File: src/rtl/zbh_pkg.sv
`timescale 1ns / 1ps

package zbh_pkg;

   localparam int WORD_W       = 64;
   localparam int KEY_W        = 64;
   localparam int MODE_W       = 2;
   localparam int KEY_INDEX_W  = 9;
   localparam int WORD_INDEX_W = 2;
   localparam int ORBITAL_W    = 7;
   localparam int WPS_W        = 2;
   localparam int BIT_W        = $clog2(WORD_W);
   // word base of a table address: up to 2*3 + 3
   localparam int BASE_W       = 4;
   localparam int RAW_MIN_W    = BASE_W + BIT_W;

   localparam int DEF_MAX_WORDS_PER_SPIN = 2;
   localparam int KEYS_PER_SPIN_WORD     = 256;

   localparam logic [WPS_W-1:0] WPS_RESET = WPS_W'(1);

   localparam int QUEUE_DEPTH = 2;
   localparam int QUEUE_PTR_W = $clog2(QUEUE_DEPTH);

   localparam logic [MODE_W-1:0] MODE_LOAD   = 2'd0;
   localparam logic [MODE_W-1:0] MODE_HASH   = 2'd1;
   localparam logic [MODE_W-1:0] MODE_EXCITE = 2'd2;
   localparam logic [MODE_W-1:0] MODE_UNUSED = 2'd3;

   typedef enum logic [1:0] {
      OP_LOAD,
      OP_HASH,
      OP_EXCITE
   } op_type;

   typedef enum logic [2:0] {
      ST_IDLE,
      ST_SCAN,
      ST_FINISH,
      ST_EXC_LO,
      ST_EXC_HI,
      ST_EXC_OUT
   } back_state_type;

   typedef struct packed {
      op_type                  op;
      logic                    last;
      logic [WORD_INDEX_W-1:0] word_index;
      logic                    spin_up;
      logic [WPS_W-1:0]        wps;
      logic [KEY_INDEX_W-1:0]  key_index;
      logic [ORBITAL_W-1:0]    orb_from;
      logic [ORBITAL_W-1:0]    orb_to;
      logic [WORD_W-1:0]       data_a;
      logic [WORD_W-1:0]       data_b;
   } cmd_type;

endpackage

File: src/rtl/zbh_queue.sv
`timescale 1ns / 1ps

module zbh_queue (
   input  logic             clock,
   input  logic             reset,
   input  zbh_pkg::cmd_type push_data,
   input  logic             push_valid,
   output logic             push_ready,
   output zbh_pkg::cmd_type pop_data,
   output logic             pop_valid,
   input  logic             pop_ready
);
   import zbh_pkg::*;

   cmd_type                entry_ff [QUEUE_DEPTH];
   logic [QUEUE_PTR_W-1:0] wr_ptr_ff;
   logic [QUEUE_PTR_W-1:0] wr_ptr_in;
   logic [QUEUE_PTR_W-1:0] rd_ptr_ff;
   logic [QUEUE_PTR_W-1:0] rd_ptr_in;
   logic [QUEUE_PTR_W:0]   count_ff;
   logic [QUEUE_PTR_W:0]   count_in;
   logic                   push;
   logic                   pop;

   assign push_ready = (count_ff != (QUEUE_PTR_W+1)'(QUEUE_DEPTH));
   assign pop_valid  = (count_ff != '0);
   assign pop_data   = entry_ff[rd_ptr_ff];
   assign push       = push_valid && push_ready;
   assign pop        = pop_valid && pop_ready;

   always_comb begin
      wr_ptr_in = wr_ptr_ff;
      rd_ptr_in = rd_ptr_ff;
      count_in  = count_ff;
      if (push) begin
         wr_ptr_in = (wr_ptr_ff == QUEUE_PTR_W'(QUEUE_DEPTH - 1)) ? '0
                                                                 : wr_ptr_ff + 1'b1;
      end
      if (pop) begin
         rd_ptr_in = (rd_ptr_ff == QUEUE_PTR_W'(QUEUE_DEPTH - 1)) ? '0
                                                                 : rd_ptr_ff + 1'b1;
      end
      if (push && !pop) begin
         count_in = count_ff + 1'b1;
      end else if (pop && !push) begin
         count_in = count_ff - 1'b1;
      end
   end

   always_ff @(posedge clock) begin
      if (reset) begin
         wr_ptr_ff <= '0;
         rd_ptr_ff <= '0;
         count_ff  <= '0;
      end else begin
         wr_ptr_ff <= wr_ptr_in;
         rd_ptr_ff <= rd_ptr_in;
         count_ff  <= count_in;
      end
   end

   always_ff @(posedge clock) begin
      if (push) begin
         entry_ff[wr_ptr_ff] <= push_data;
      end
   end

endmodule

File: config.mk
export PLATFORM = sky130hd
export DESIGN_NAME = zbh_queue
export DESIGN_NICKNAME = d
export VERILOG_FILES = /design/src/rtl/zbh_pkg.sv /design/src/rtl/zbh_queue.sv
export SDC_FILE = /design/constraint.sdc
export NUM_CORES = 1
export LEC_CHECK = 0
export BUFFER_PORTS_ARGS = -buffer_cell sky130_fd_sc_hd__buf_4
export CAP_MARGIN = 25
export CORE_ASPECT_RATIO = 1.25
export CORE_MARGIN = 5
export CORE_UTILIZATION = 56
export CTS_CLUSTER_DIAMETER = 150
export DETAILED_ROUTE_END_ITERATION = 12
export PLACE_DENSITY = 0.84
export SYNTH_ARGS = -nofsm -noshare
export SYNTH_HDL_FRONTEND = slang
export SYNTH_SLANG_ARGS = --single-unit
File: constraint.sdc
create_clock -name clock -period 13.5 [get_ports clock]
set_input_delay 2.7 -clock clock [delete_from_list [all_inputs] [get_ports clock]]
set_output_delay 2.7 -clock clock [all_outputs]
set_load 0.02 [all_outputs]
# Word-level counts from Yosys, hierarchy flattened
# Memories as Yosys holds them, arrays and structs flattened. A register that Yosys moved wholly into a read port is not among the register bits.
# Cells that the tools add are included.
[op_classes]
n_shift = 0
bitwise = 0
eq_ne = 1
div = 0
reduce_logical = 8
muxes = 8
add_sub_neg = 4
order_cmp = 0
multipliers = 0
[op_table]
columns = ["operator", "n"]
rows = [
  ["1-bit 2-to-1 mux", 6],
  ["1-bit logical AND", 4],
  ["2-bit 2-to-1 mux", 2],
  ["2-bit nonzero test", 2],
  ["1-bit adder (second input constant)", 2],
  ["2-bit by 1-bit adder with 2-bit output (second input constant)", 1],
  ["1-bit zero test", 2],
  ["2-bit inequality test (second input constant)", 1],
  ["2-bit by 1-bit subtractor with 2-bit output (second input constant)", 1],
]
[totals]
rom_bits = 0
word_cells = 25
regBits = 4
output_inout_bits = 161
latch_bits = 0
input_bits = 163
mem_count = 1
ram_bits = 318
[memory_table]
columns = ["memory", "words", "word_bits", "read_ports", "rd_clocked_by_memory_dff", "write_ports", "line_no", "rtl"]
rows = [
  ["entry_ff", 2, 159, 1, 1, 1, "zbh_queue.sv:15", "cmd_type entry_ff [QUEUE_DEPTH];"],
]

# Longest topological paths before layout
[depth]
word_depth = 6
ltp_mapped = 6
depth_no_buf = 6

# Worst setup path before layout
# OpenSTA, ideal clock, no wires.
[synth_timing]
kind = "input -> register"
startpoint = "in push_valid"
endpoint = "mem entry_ff[1][0] (netlist name) (enable)"
required_ps = 12961
arrival_time_ps = 6395
setup_time_ps = 539
cell_stages = 1
path_slack_ps = 6566
n_path_buf = 0
path_cell_list = "and3_1"
[synth_via]
elab_chain_cells = 3
[synth_lines]
columns = ["item", "line_no", "rtl"]
rows = [
  ["start, declared", "zbh_queue.sv:7", "input logic push_valid,"],
  ["1-bit logical AND", "zbh_queue.sv:28", "assign push = push_valid && push_ready;"],
  ["1-bit 2-to-1 mux", "zbh_queue.sv:63", "if (push) begin"],
  ["1-bit 2-to-1 mux (not written as such)", "zbh_queue.sv:64", "entry_ff[wr_ptr_ff] <= push_data;"],
  ["end, declared", "zbh_queue.sv:15", ""],
]
# No other way between the ends.

==> results by group <==
STA
  – Fmax: 160 MHz
  – Final setup vio count: 0
  – Final worst path period need: 6.25 ns
  – RSZ-0062 raised after global routing: false
  – Final slew viol count: 0
  – Final worst-path cycle share: 46.3%
  – Rel. slew slack: 34.4%
  – Fin Hold WS: 0.506 ns
  – Setup TNS: 0 ns
  – Worst-margin pin slew: 0.984 ns
  – Final clock skew: 0.0178 ns
  – Final hold vios: 0

Logic synthesis
  – Mapped Avg Cell Area: 23.4 um^2
  – Cell Area, Synth: 12,100 um^2
  – Synth Area in Simple Gates: 0.413%
  – Register area share after synthesis: 79.6%
  – Commonest cells in the synthesized netlist: edfxtp_1, mux2_4, mux2_2
  – Main combinational cell family by area after synthesis: multiplexers
  – Post-synthesis mux area share: 17.9%
  – Post-synth cell types: 19
  – Leading area contributor after synthesis: edfxtp_1
  – Post-synth EDFFs: 318
  – Compound-gate portion of the synthesized area: 0.248%
  – YS warnings: 0
  – Cell with the most instances after synthesis: edfxtp_1
  – Synth top area share: 78.8%
  – Largest cells by area after synthesis: edfxtp_1, mux2_4, mux2_2, buf_6, dfxtp_1
  – Synth Area in XOR/XNOR: 0.217%
  – Synth Net Count: 683
  – Main flop type after synthesis: edfxtp_1
  – Cells after synthesis: 519
  – Synth async-reset ratio: 0%
  – Post-Synth Adder-Cell Area: 0.103%
  – Seq cells post-synth: 323

Flow run
  – Max_cap viols: 0

Clocking
  – Clk sink count: 323
  – Post-CTS Setup Inserts: 0
  – Cts hold-fix bufs: 0
  – Clock buffer depth: 3
  – CTS clock-pin slew for the worst setup and hold paths: 0.06 ns
  – Resize count post-CTS: 0
  – H-tree Lvls: 1
  – Clk root buf: clkbuf_16
  – CTS buffer count: 30
  – CTS tree: done
  – Latest clock arrival within the worst-skew pair: 0.54 ns

GRT
  – GR Overflow Total: 0
  – Largest net degree at the start of global routing: 91
  – Via count of the first global-routing pass: 6,623
  – Initial antenna violation count: 2
  – First-pass GRT wire length: 36.9 mm
  – All-layer global routing usage: 19.4%

Cells and area
  – Finished Core Util: 73.5%
  – Fillers: 1,292
  – ANT cells: 0
  – Share of layout cells above drive strength 1: 60.5%
  – Nets: 1,026
  – Syn-to-layout area delta: 29.7%

Setup path
  – Worst EP required: 10.80 ns
  – Maximum fanout along the worst path: 50
  – CP most frequent cell: buf_4
  – CP Launch Type: flop
  – CP max stage cell: buf_4
  – Crit path kind: reg2out
  – Critical Path AT: 3.55 ns
  – Largest delay share family, worst path: buffers and inverters
  – Setup crit end kind: output port
  – Max incr delay on CP: 0.77 ns
  – Cells along the critical path: buf_4 -> buf_16 -> buf_4 -> mux2_2 -> buf_4
  – Crit path buffers/inverters: 4

Floorplan
  – Core ar.: 21,400 um^2
  – # IOs: 324
  – Rows: 60
  – DIE WIDTH: 142 um
  – Starting Density: 56.6%
  – Chip Height: 174 um
  – Die area: 24,700 um^2

Pwr
  – P_leak: 0.00604 uW
  – Cell area power density: 191 nW/um^2
  – Peak supply drop: 0.138 mV

Detailed routing
  – Routed length per instance: 21.1 um
  – Initial DRC count: 315
  – First-pass detailed-route iteration total: 4
  – Routed vias/inst: 5.16
  – Residual DRC: 0
  – Via count: 6,008
  – Antenna viol nets, final: 0
  – Detailed Route WL: 24.6 mm

Place
  – Final Wtd Congestion: 0.750
  – Port bufs: 323
  – Hpwl dp: 16.6 mm

Hold path
  – Hold Path Class: reg2reg

Outcome
  – Status: finished, final reports clean
[worst register-to-register path: stages, from the launching register on]
cell	delay, ns
dfxtp_1	0.41
nand2b_1	0.23
nand3b_1	0.21
inv_6	0.62
buf_4	0.95
[flip-flops by register name, summed over array words and instances, names as in the netlist, named ones only]
signal / cells
entry_ff: 318
rd_ptr_ff: 1
wr_ptr_ff: 1
count_ff: 2
[worst paths after layout]
kind	from	slack (ns)	cells after the start	end
max	flop	7.25	5	pop_data[130]
min	rd_ptr_ff	0.51	2	rd_ptr_ff
max reg2reg	count_ff[0]	10.64	4	entry_ff[0][72]
min reg2reg	rd_ptr_ff	0.51	2	rd_ptr_ff
[where the power goes]
group | internal [uW] | switching, uW | total, uW | leakage, uW
registers | 1250 | 49.4 | 1300 | 0.00301
clock network | 439 | 341 | 780 | 0.000453
logic | 446 | 479 | 925 | 0.00258
total | 2140 | 869 | 3010 | 0.00604
[metal layers]
metal / vias to the layer above / global-route usage, % / part of all wire (%)
met4: 4 / 7.92 / 4.3
li1: 2752 / - / -
met2: 243 / 34.3 / 53
met1: 2947 / 21.3 / 34
met3: 62 / 6.41 / 8.8
met5: - / 0 / 0.11
[placed cells by master (no fill, tap or decap)]
master      netlist  final
nor2_1            3      3
o21ai_0           2      2
or3_1             1      1
dfxtp_1           5      4
clkinv_1          0      3
clkbuf_1          0     10
clkbuf_8          0      3
mux2_4          101    101
dfxtp_4           0      1
edfxtp_1        318    318
ha_1              1      1
buf_4             0    328
nand2b_1          1      1
xor2_1            3      3
a21oi_1           2      2
and2_1            1      1
mux2_2           58     58
clkinv_2          0      6
nand3b_1          1      1
clkinvlp_4        0      1
or2_2             1      1
clkbuf_16         0     31
inv_6             0      3
and3_4            0      1
a21bo_2           1      1
buf_16            0      1
[metrics by stage]
step	cell area, um^2	total power [uW]	setup slack (ns)	instances
finish	15700	3010	7.25	1165
global route	15700	3130	7.05	1165
CTS	15700	3040	7.17	1165
detailed placement	14800	2260	7.77	1109
global placement	14800	2240	7.53	1108
floorplan	12100	1930	6.57	519
[cell families (layout without fill, tap and decap cells)]
logic type      count (synthesis)  in the layout
flops                         323            323
mux                           159            159
buf+inv                        19            386
simple gates                    9              9
compound gates                  5              5
xor+xnor                        3              3
fa+ha+maj                       1              1
[layout make-up]
class	instances	area [um^2]	share of cell area, %
inverter	1	8.76	0.0557
clock buffer	44	855	5.44
tap	279	349	2.22
timing repair buffer	329	2490	15.8
multi-input combinational	177	2290	14.6
sequential	323	9650	61.4
clock inverter	12	66.3	0.422
Note: power is estimated with default switching activity, not from simulation.
