===== config.mk =====
export PLATFORM = sky130hd
export DESIGN_NAME = zbh_front_flat
export DESIGN_NICKNAME = d
export VERILOG_FILES = /design/src/rtl/zbh_pkg.sv /design/src/rtl/zbh_if.sv /design/src/rtl/zbh_front.sv /design/src/flat_wrapper.sv
export SDC_FILE = /design/constraint.sdc
export NUM_CORES = 1
export LEC_CHECK = 0
export BUFFER_PORTS_ARGS = -buffer_cell sky130_fd_sc_hd__buf_4
export CORE_AREA = 8 8 170 172
export CTS_CLUSTER_DIAMETER = 60
export DETAILED_ROUTE_END_ITERATION = 10
export DIE_AREA = 0 0 178 180
export PLACE_DENSITY = 0.33
export SLEW_MARGIN = 40
export SYNTH_ARGS = -nofsm -noshare
export SYNTH_HDL_FRONTEND = slang
export SYNTH_SLANG_ARGS = --single-unit

===== constraint.sdc =====
create_clock -name clock -period 0.8 [get_ports clock]
set_input_delay 0.08 -clock clock [delete_from_list [all_inputs] [get_ports clock]]
set_output_delay 0.08 -clock clock [all_outputs]
set_load 0.01 [all_outputs]

===== src/rtl/zbh_pkg.sv =====
`timescale 1ns / 1ps

package zbh_pkg;

   localparam int WORD_W       = 64;
   localparam int KEY_W        = 64;
   localparam int MODE_W       = 2;
   localparam int KEY_INDEX_W  = 9;
   localparam int WORD_INDEX_W = 2;
   localparam int ORBITAL_W    = 7;
   localparam int WPS_W        = 2;
   localparam int BIT_W        = $clog2(WORD_W);
   // word base of a table address: up to 2*3 + 3
   localparam int BASE_W       = 4;
   localparam int RAW_MIN_W    = BASE_W + BIT_W;

   localparam int DEF_MAX_WORDS_PER_SPIN = 2;
   localparam int KEYS_PER_SPIN_WORD     = 256;

   localparam logic [WPS_W-1:0] WPS_RESET = WPS_W'(1);

   localparam int QUEUE_DEPTH = 2;
   localparam int QUEUE_PTR_W = $clog2(QUEUE_DEPTH);

   localparam logic [MODE_W-1:0] MODE_LOAD   = 2'd0;
   localparam logic [MODE_W-1:0] MODE_HASH   = 2'd1;
   localparam logic [MODE_W-1:0] MODE_EXCITE = 2'd2;
   localparam logic [MODE_W-1:0] MODE_UNUSED = 2'd3;

   typedef enum logic [1:0] {
      OP_LOAD,
      OP_HASH,
      OP_EXCITE
   } op_type;

   typedef enum logic [2:0] {
      ST_IDLE,
      ST_SCAN,
      ST_FINISH,
      ST_EXC_LO,
      ST_EXC_HI,
      ST_EXC_OUT
   } back_state_type;

   typedef struct packed {
      op_type                  op;
      logic                    last;
      logic [WORD_INDEX_W-1:0] word_index;
      logic                    spin_up;
      logic [WPS_W-1:0]        wps;
      logic [KEY_INDEX_W-1:0]  key_index;
      logic [ORBITAL_W-1:0]    orb_from;
      logic [ORBITAL_W-1:0]    orb_to;
      logic [WORD_W-1:0]       data_a;
      logic [WORD_W-1:0]       data_b;
   } cmd_type;

endpackage


===== src/rtl/zbh_if.sv =====
`timescale 1ns / 1ps

interface zbh_req_if;
   import zbh_pkg::*;

   logic                    valid;
   logic                    ready;
   logic [MODE_W-1:0]       mode;
   logic [KEY_INDEX_W-1:0]  key_index;
   logic [KEY_W-1:0]        key_value;
   logic [WORD_INDEX_W-1:0] word_index;
   logic [WORD_W-1:0]       word_bits;
   logic                    last_word;
   logic [WORD_W-1:0]       ref_hash_first;
   logic [WORD_W-1:0]       ref_hash_second;
   logic [ORBITAL_W-1:0]    orbital_from;
   logic [ORBITAL_W-1:0]    orbital_to;
   logic                    spin_up;

   modport source (
      output valid, mode, key_index, key_value, word_index, word_bits, last_word,
             ref_hash_first, ref_hash_second, orbital_from, orbital_to, spin_up,
      input  ready
   );
   modport sink (
      input  valid, mode, key_index, key_value, word_index, word_bits, last_word,
             ref_hash_first, ref_hash_second, orbital_from, orbital_to, spin_up,
      output ready
   );
endinterface


interface zbh_csr_if;
   import zbh_pkg::*;

   logic             valid;
   logic             ready;
   logic [WPS_W-1:0] data;

   modport source (output valid, data, input ready);
   modport sink (input valid, data, output ready);
endinterface


===== src/rtl/zbh_front.sv =====
`timescale 1ns / 1ps

module zbh_front #(
   parameter int MAX_WORDS_PER_SPIN = zbh_pkg::DEF_MAX_WORDS_PER_SPIN
) (
   input  logic             clock,
   input  logic             reset,
   zbh_req_if.sink          req_port,
   zbh_csr_if.sink          csr_port,
   output zbh_pkg::cmd_type push_data,
   output logic             push_valid,
   input  logic             push_ready
);
   import zbh_pkg::*;

   logic [WPS_W-1:0] csr_ff;
   logic [WPS_W-1:0] csr_in;
   logic [WPS_W-1:0] wps;

   assign csr_port.ready = 1'b1;

   always_comb begin
      csr_in = csr_ff;
      if (csr_port.valid) begin
         csr_in = csr_port.data;
      end
   end

   always_ff @(posedge clock) begin
      if (reset) begin
         csr_ff <= WPS_RESET;
      end else begin
         csr_ff <= csr_in;
      end
   end

   // register is saturated into the supported range when used
   always_comb begin
      wps = csr_ff;
      if (csr_ff == '0) begin
         wps = WPS_W'(1);
      end else if (int'(csr_ff) > MAX_WORDS_PER_SPIN) begin
         wps = WPS_W'(MAX_WORDS_PER_SPIN);
      end
   end

   // unused mode is taken and dropped here
   assign req_port.ready = push_ready;
   assign push_valid     = req_port.valid && (req_port.mode != MODE_UNUSED);

   always_comb begin
      push_data            = '0;
      push_data.last       = req_port.last_word;
      push_data.word_index = req_port.word_index;
      push_data.spin_up    = req_port.spin_up;
      push_data.wps        = wps;
      push_data.key_index  = req_port.key_index;
      push_data.orb_from   = req_port.orbital_from;
      push_data.orb_to     = req_port.orbital_to;
      push_data.data_b     = req_port.ref_hash_second;
      unique case (req_port.mode)
         MODE_LOAD: begin
            push_data.op     = OP_LOAD;
            push_data.data_a = req_port.key_value;
         end
         MODE_HASH: begin
            push_data.op     = OP_HASH;
            push_data.data_a = req_port.word_bits;
         end
         default: begin
            push_data.op     = OP_EXCITE;
            push_data.data_a = req_port.ref_hash_first;
         end
      endcase
   end

endmodule


===== src/flat_wrapper.sv =====
// flat-port wrapper written by rule: the top's interface ports become plain ports
module zbh_front_flat import zbh_pkg::*;
#(
   parameter int MAX_WORDS_PER_SPIN = zbh_pkg::DEF_MAX_WORDS_PER_SPIN
)
  (clock, reset, push_data, push_valid, push_ready, req_port_valid, req_port_mode, req_port_key_index, req_port_key_value, req_port_word_index, req_port_word_bits, req_port_last_word, req_port_ref_hash_first, req_port_ref_hash_second, req_port_orbital_from, req_port_orbital_to, req_port_spin_up, req_port_ready, csr_port_valid, csr_port_data, csr_port_ready);
  zbh_req_if req_port_i ();
  zbh_csr_if csr_port_i ();
  input  logic clock;
  input  logic reset;
  output zbh_pkg::cmd_type push_data;
  output logic push_valid;
  input  logic push_ready;
  input wire logic [$bits(req_port_i.valid)-1:0] req_port_valid;
  input wire logic [$bits(req_port_i.mode)-1:0] req_port_mode;
  input wire logic [$bits(req_port_i.key_index)-1:0] req_port_key_index;
  input wire logic [$bits(req_port_i.key_value)-1:0] req_port_key_value;
  input wire logic [$bits(req_port_i.word_index)-1:0] req_port_word_index;
  input wire logic [$bits(req_port_i.word_bits)-1:0] req_port_word_bits;
  input wire logic [$bits(req_port_i.last_word)-1:0] req_port_last_word;
  input wire logic [$bits(req_port_i.ref_hash_first)-1:0] req_port_ref_hash_first;
  input wire logic [$bits(req_port_i.ref_hash_second)-1:0] req_port_ref_hash_second;
  input wire logic [$bits(req_port_i.orbital_from)-1:0] req_port_orbital_from;
  input wire logic [$bits(req_port_i.orbital_to)-1:0] req_port_orbital_to;
  input wire logic [$bits(req_port_i.spin_up)-1:0] req_port_spin_up;
  output wire logic [$bits(req_port_i.ready)-1:0] req_port_ready;
  input wire logic [$bits(csr_port_i.valid)-1:0] csr_port_valid;
  input wire logic [$bits(csr_port_i.data)-1:0] csr_port_data;
  output wire logic [$bits(csr_port_i.ready)-1:0] csr_port_ready;
  assign req_port_i.valid = req_port_valid;
  assign req_port_i.mode = req_port_mode;
  assign req_port_i.key_index = req_port_key_index;
  assign req_port_i.key_value = req_port_key_value;
  assign req_port_i.word_index = req_port_word_index;
  assign req_port_i.word_bits = req_port_word_bits;
  assign req_port_i.last_word = req_port_last_word;
  assign req_port_i.ref_hash_first = req_port_ref_hash_first;
  assign req_port_i.ref_hash_second = req_port_ref_hash_second;
  assign req_port_i.orbital_from = req_port_orbital_from;
  assign req_port_i.orbital_to = req_port_orbital_to;
  assign req_port_i.spin_up = req_port_spin_up;
  assign req_port_ready = req_port_i.ready;
  assign csr_port_i.valid = csr_port_valid;
  assign csr_port_i.data = csr_port_data;
  assign csr_port_ready = csr_port_i.ready;
  zbh_front #(.MAX_WORDS_PER_SPIN(MAX_WORDS_PER_SPIN)) u_core (.clock(clock), .reset(reset), .req_port(req_port_i), .csr_port(csr_port_i), .push_data(push_data), .push_valid(push_valid), .push_ready(push_ready));
endmodule

After elaboration in Yosys (flattened, before gate mapping)

Index checks and enable logic that the tools add are counted.

Memories: 0
Bits in registers: 2
Bits in latches: 0
ROM bits: 0
Logic and storage cells: 11
Output and inout bits: 162
Bits in writable memories: 0
Input bits: 292

Mux-type cells: 4
Reductions and logical operators: 3
$add $sub $neg: 0
Order comparisons: 1
Equality and inequality tests: 2
Bitwise logic cells: 0
Shift operators: 0
Divide/modulo/power cells: 0
Multipliers: 0

Operators with widths:

| kind               | number |
|---|---|
| $pmux 64 s2        | 1 |
| $logic_not 2->1    | 2 |
| $mux 2             | 2 |
| $pmux 2 s2         | 1 |
| $eq 2x1->1 const B | 1 |
| $gt 2x2->1 const B | 1 |
| $ne 2x2->1 const B | 1 |
| $logic_and 1x1->1  | 1 |

Logic depth before layout (Yosys ltp)

Depth in word-level cells: 3
Gate-level depth with buffers: 5
Depth with buffers taken out: 2

Least setup slack after synthesis

No wires, ideal clock.

Kind: input to output
From: in req_port_mode[0]
To: out push_data[100] (netlist bit)
Path buffers: 3
Required time: 0.720 ns
Slack: -0.060 ns
Stages on the path: 5
Data arrival time: 0.780 ns
Cell sequence: buf_6 buf_12 buf_12 mux2i_1 o21ai_1

RTL lines:

| item               | RTL line           | source |
|---|---|---|
| start: declaration | flat_wrapper.sv:15 | `input wire logic [$bits(req_port_i.mode)-1:0] req_port_mode;` |
| end: declaration   | flat_wrapper.sv:11 | `output zbh_pkg::cmd_type push_data;` |

==> qor.csv <==
stage;metric;value;unit
critical_path;CP max stage delay;160;ps
drt;via count;2744;
clock_tree;Post-CTS Hold Buffers;0;
global_routing;GR Util All Layers;8.89;%
global_routing;vias in the first global route;3037;
placement;gp weighted congestion;0.680;
placement;Place WS;-359;ps
outcome;violated checks;setup timing;
cells_and_area;antenna cells;0;
die;io pins;454;
timing;Setup WS post-layout;-220;ps
placement;Port Buffers;267;
logic_synthesis;Synth top area share;32.7;%
drt;drt drc;0;
critical_path;crit start category;input port;
global_routing;initial antenna violation count;0;
cells_and_area;layout cells sized above 1;60.2;%
timing;setup violators final;63;
die;Die W;178;µm
timing;fin crit period;1020;ps
logic_synthesis;register bit count reported by yosys;1;
logic_synthesis;Synth cell types;15;
die;Die Y;180;µm
die;row count;60;
drt;post-route ant nets;0;
clock_tree;worst skew pair latency;0;ps
die;Starting Density;8.20;%
logic_synthesis;Synthesis Warnings;0;
critical_path;cells along the critical path;buf_16 -> buf_16 -> buf_12 -> mux2i_1 -> o21ai_1 -> buf_4;
critical_path;Critical Path RT;720;ps
pwr;PwrDens;583;nW/µm²
drt;Wirelength per Cell;19.0;µm
logic_synthesis;post-synthesis cell count;316;
critical_path;Crit path arrival time;940;ps
timing;Fin Setup TNS;-7800;ps
logic_synthesis;Synth area leader;buf_4;
logic_synthesis;Mapped Area;2160;µm²
logic_synthesis;synth top area cells;buf_4 (33%), mux2i_1 (30%), nand2_1 (11%);
cells_and_area;Nets;776;
logic_synthesis;synthesized area per cell;6.84;µm²
cells_and_area;synth-to-layout area growth;91.0;%
global_routing;global-route wire length before repair;21300;µm
timing;final hold vios;0;
pwr;leak pwr;2.11;nW
worst_hold_path;HP Class;in2out;
timing;unrepaired setup endpoints after global routing;yes;
critical_path;Crit. End Element;output port;
logic_synthesis;Seq/Total Area, Yosys;0.926;%
critical_path;CP max stage cell;buf_16;
outcome;status;finished with violations;
cells_and_area;max reg flops;1;
global_routing;largest net degree at the start of global routing;30;
job;Max-cap violations;0;
drt;final wirelength;15700;µm
timing;Slew Limit Fails;0;
cells_and_area;commonest cells after routing, fill and taps aside;buf_4 (267), mux2i_1 (63), nand2_1 (63);
logic_synthesis;total nets after synthesis;608;
cells_and_area;Top Registers;u_core.csr_ff: 1 flops;
placement;dpl hpwl;12400;µm
die;core footprint;26400;µm²
timing;Worst Skew;0;ps
timing;Final Cycle Share;127;%
critical_path;cell mode on critical path;buf_16;
critical_path;critical path class;in2out;
pwr;Peak supply drop;0.000271;V
die;die area;32000;µm²
drt;First-pass DRT Iterations;4;
drt;vias per cell;3.33;
drt;DRT iter0 DRCs;75;
critical_path;critical path peak fanout;7;
cells_and_area;Reg with most FFs;u_core.csr_ff;
timing;fmax;981;MHz
global_routing;GRT overflow;0;
cells_and_area;most common cell after layout, fill and taps aside;buf_4;
-- through the flow --
step                power [W]  hold WS [ps]  util [%]  instance area (µm²)  cells
finish                0.00241           160      15.7                 4130    823
global route          0.00261           160      15.7                 4130    823
CTS                   0.00247           160      15.7                 4130    824
detailed placement    0.00217           160      14.4                 3790    814
global placement      0.00218           160      14.4                 3790    814
floorplan             0.00133           152         -                 2160    316
-- repair_timing --
action | 4_1_cts | 5_1_grt
cloned | 7 | 0
buffers inserted | 3 | 1
pin swaps | 0 | 3
gates resized for setup | 47 | 8
setup endpoints to repair | 65 | 66
-- worst paths after layout --
check / startpoint / slack, ps / depth (start not counted) / endpoint
worst max-delay path: req_port_mode[0] / -220 / 6 / push_data[80]
worst min-delay path: req_port_ref_hash_second[13] / 160 / 0 / push_data[13]
worst max register to register: u_core.csr_ff[1] / 200 / 2 / u_core.csr_ff[1]
worst min register to register: u_core.csr_ff[1] / 530 / 2 / u_core.csr_ff[1]
-- cells in the mapped netlist --
master / instances
conb_1: 1
nor2_1: 1
mux2i_1: 65
nor2b_1: 1
buf_4: 94
dfxtp_1: 1
o21ai_1: 38
clkbuf_1: 8
o21ai_0: 26
buf_12: 5
a21boi_0: 1
nand2_1: 64
inv_1: 1
buf_2: 7
buf_6: 3
-- kinds of logic (layout without fill, tap and decap cells) --
family          after synthesis  count (layout)  synth area share [%]
compound gates               65              65                  15.2
buf+inv                     118             284                  42.0
flops                         1               1                 0.926
mux                          65              65                  30.1
other cells                   1               1                 0.174
simple gates                 66              66                  11.6
-- layout make-up --
cell class | count | area (µm²)
fillers | 3054 | 22200
well taps | 341 | 427
repair buffers | 283 | 2400
multi-input cells | 197 | 1280
flip-flops and latches | 1 | 20.0
inverters | 1 | 3.75
-- power breakdown --
part           total (W)  internal [W]  leakage, nW  switching (W)
Combinational    0.00235       0.00143         2.10       0.000923
Sequential     0.0000564     0.0000539      0.00826     0.00000244
Clock                  0             0            0              0
-- critical path: cells and delay by family --
kind | cells | cell delay, ps
muxes | 1 | 100
AOI/OAI and AO/OA | 1 | 160
buffers and inverters | 4 | 580
-- metal layers --
metal / track usage, % / share of wire, % / vias to the layer above
li1: - / - / 1299
met1: 9.57 / 36 / 1161
met2: 15.3 / 47 / 224
met3: 3.90 / 13 / 60
met4: 2.84 / 3.6 / 0
met5: 0 / 0 / -
(Power assumes the default switching activity.)
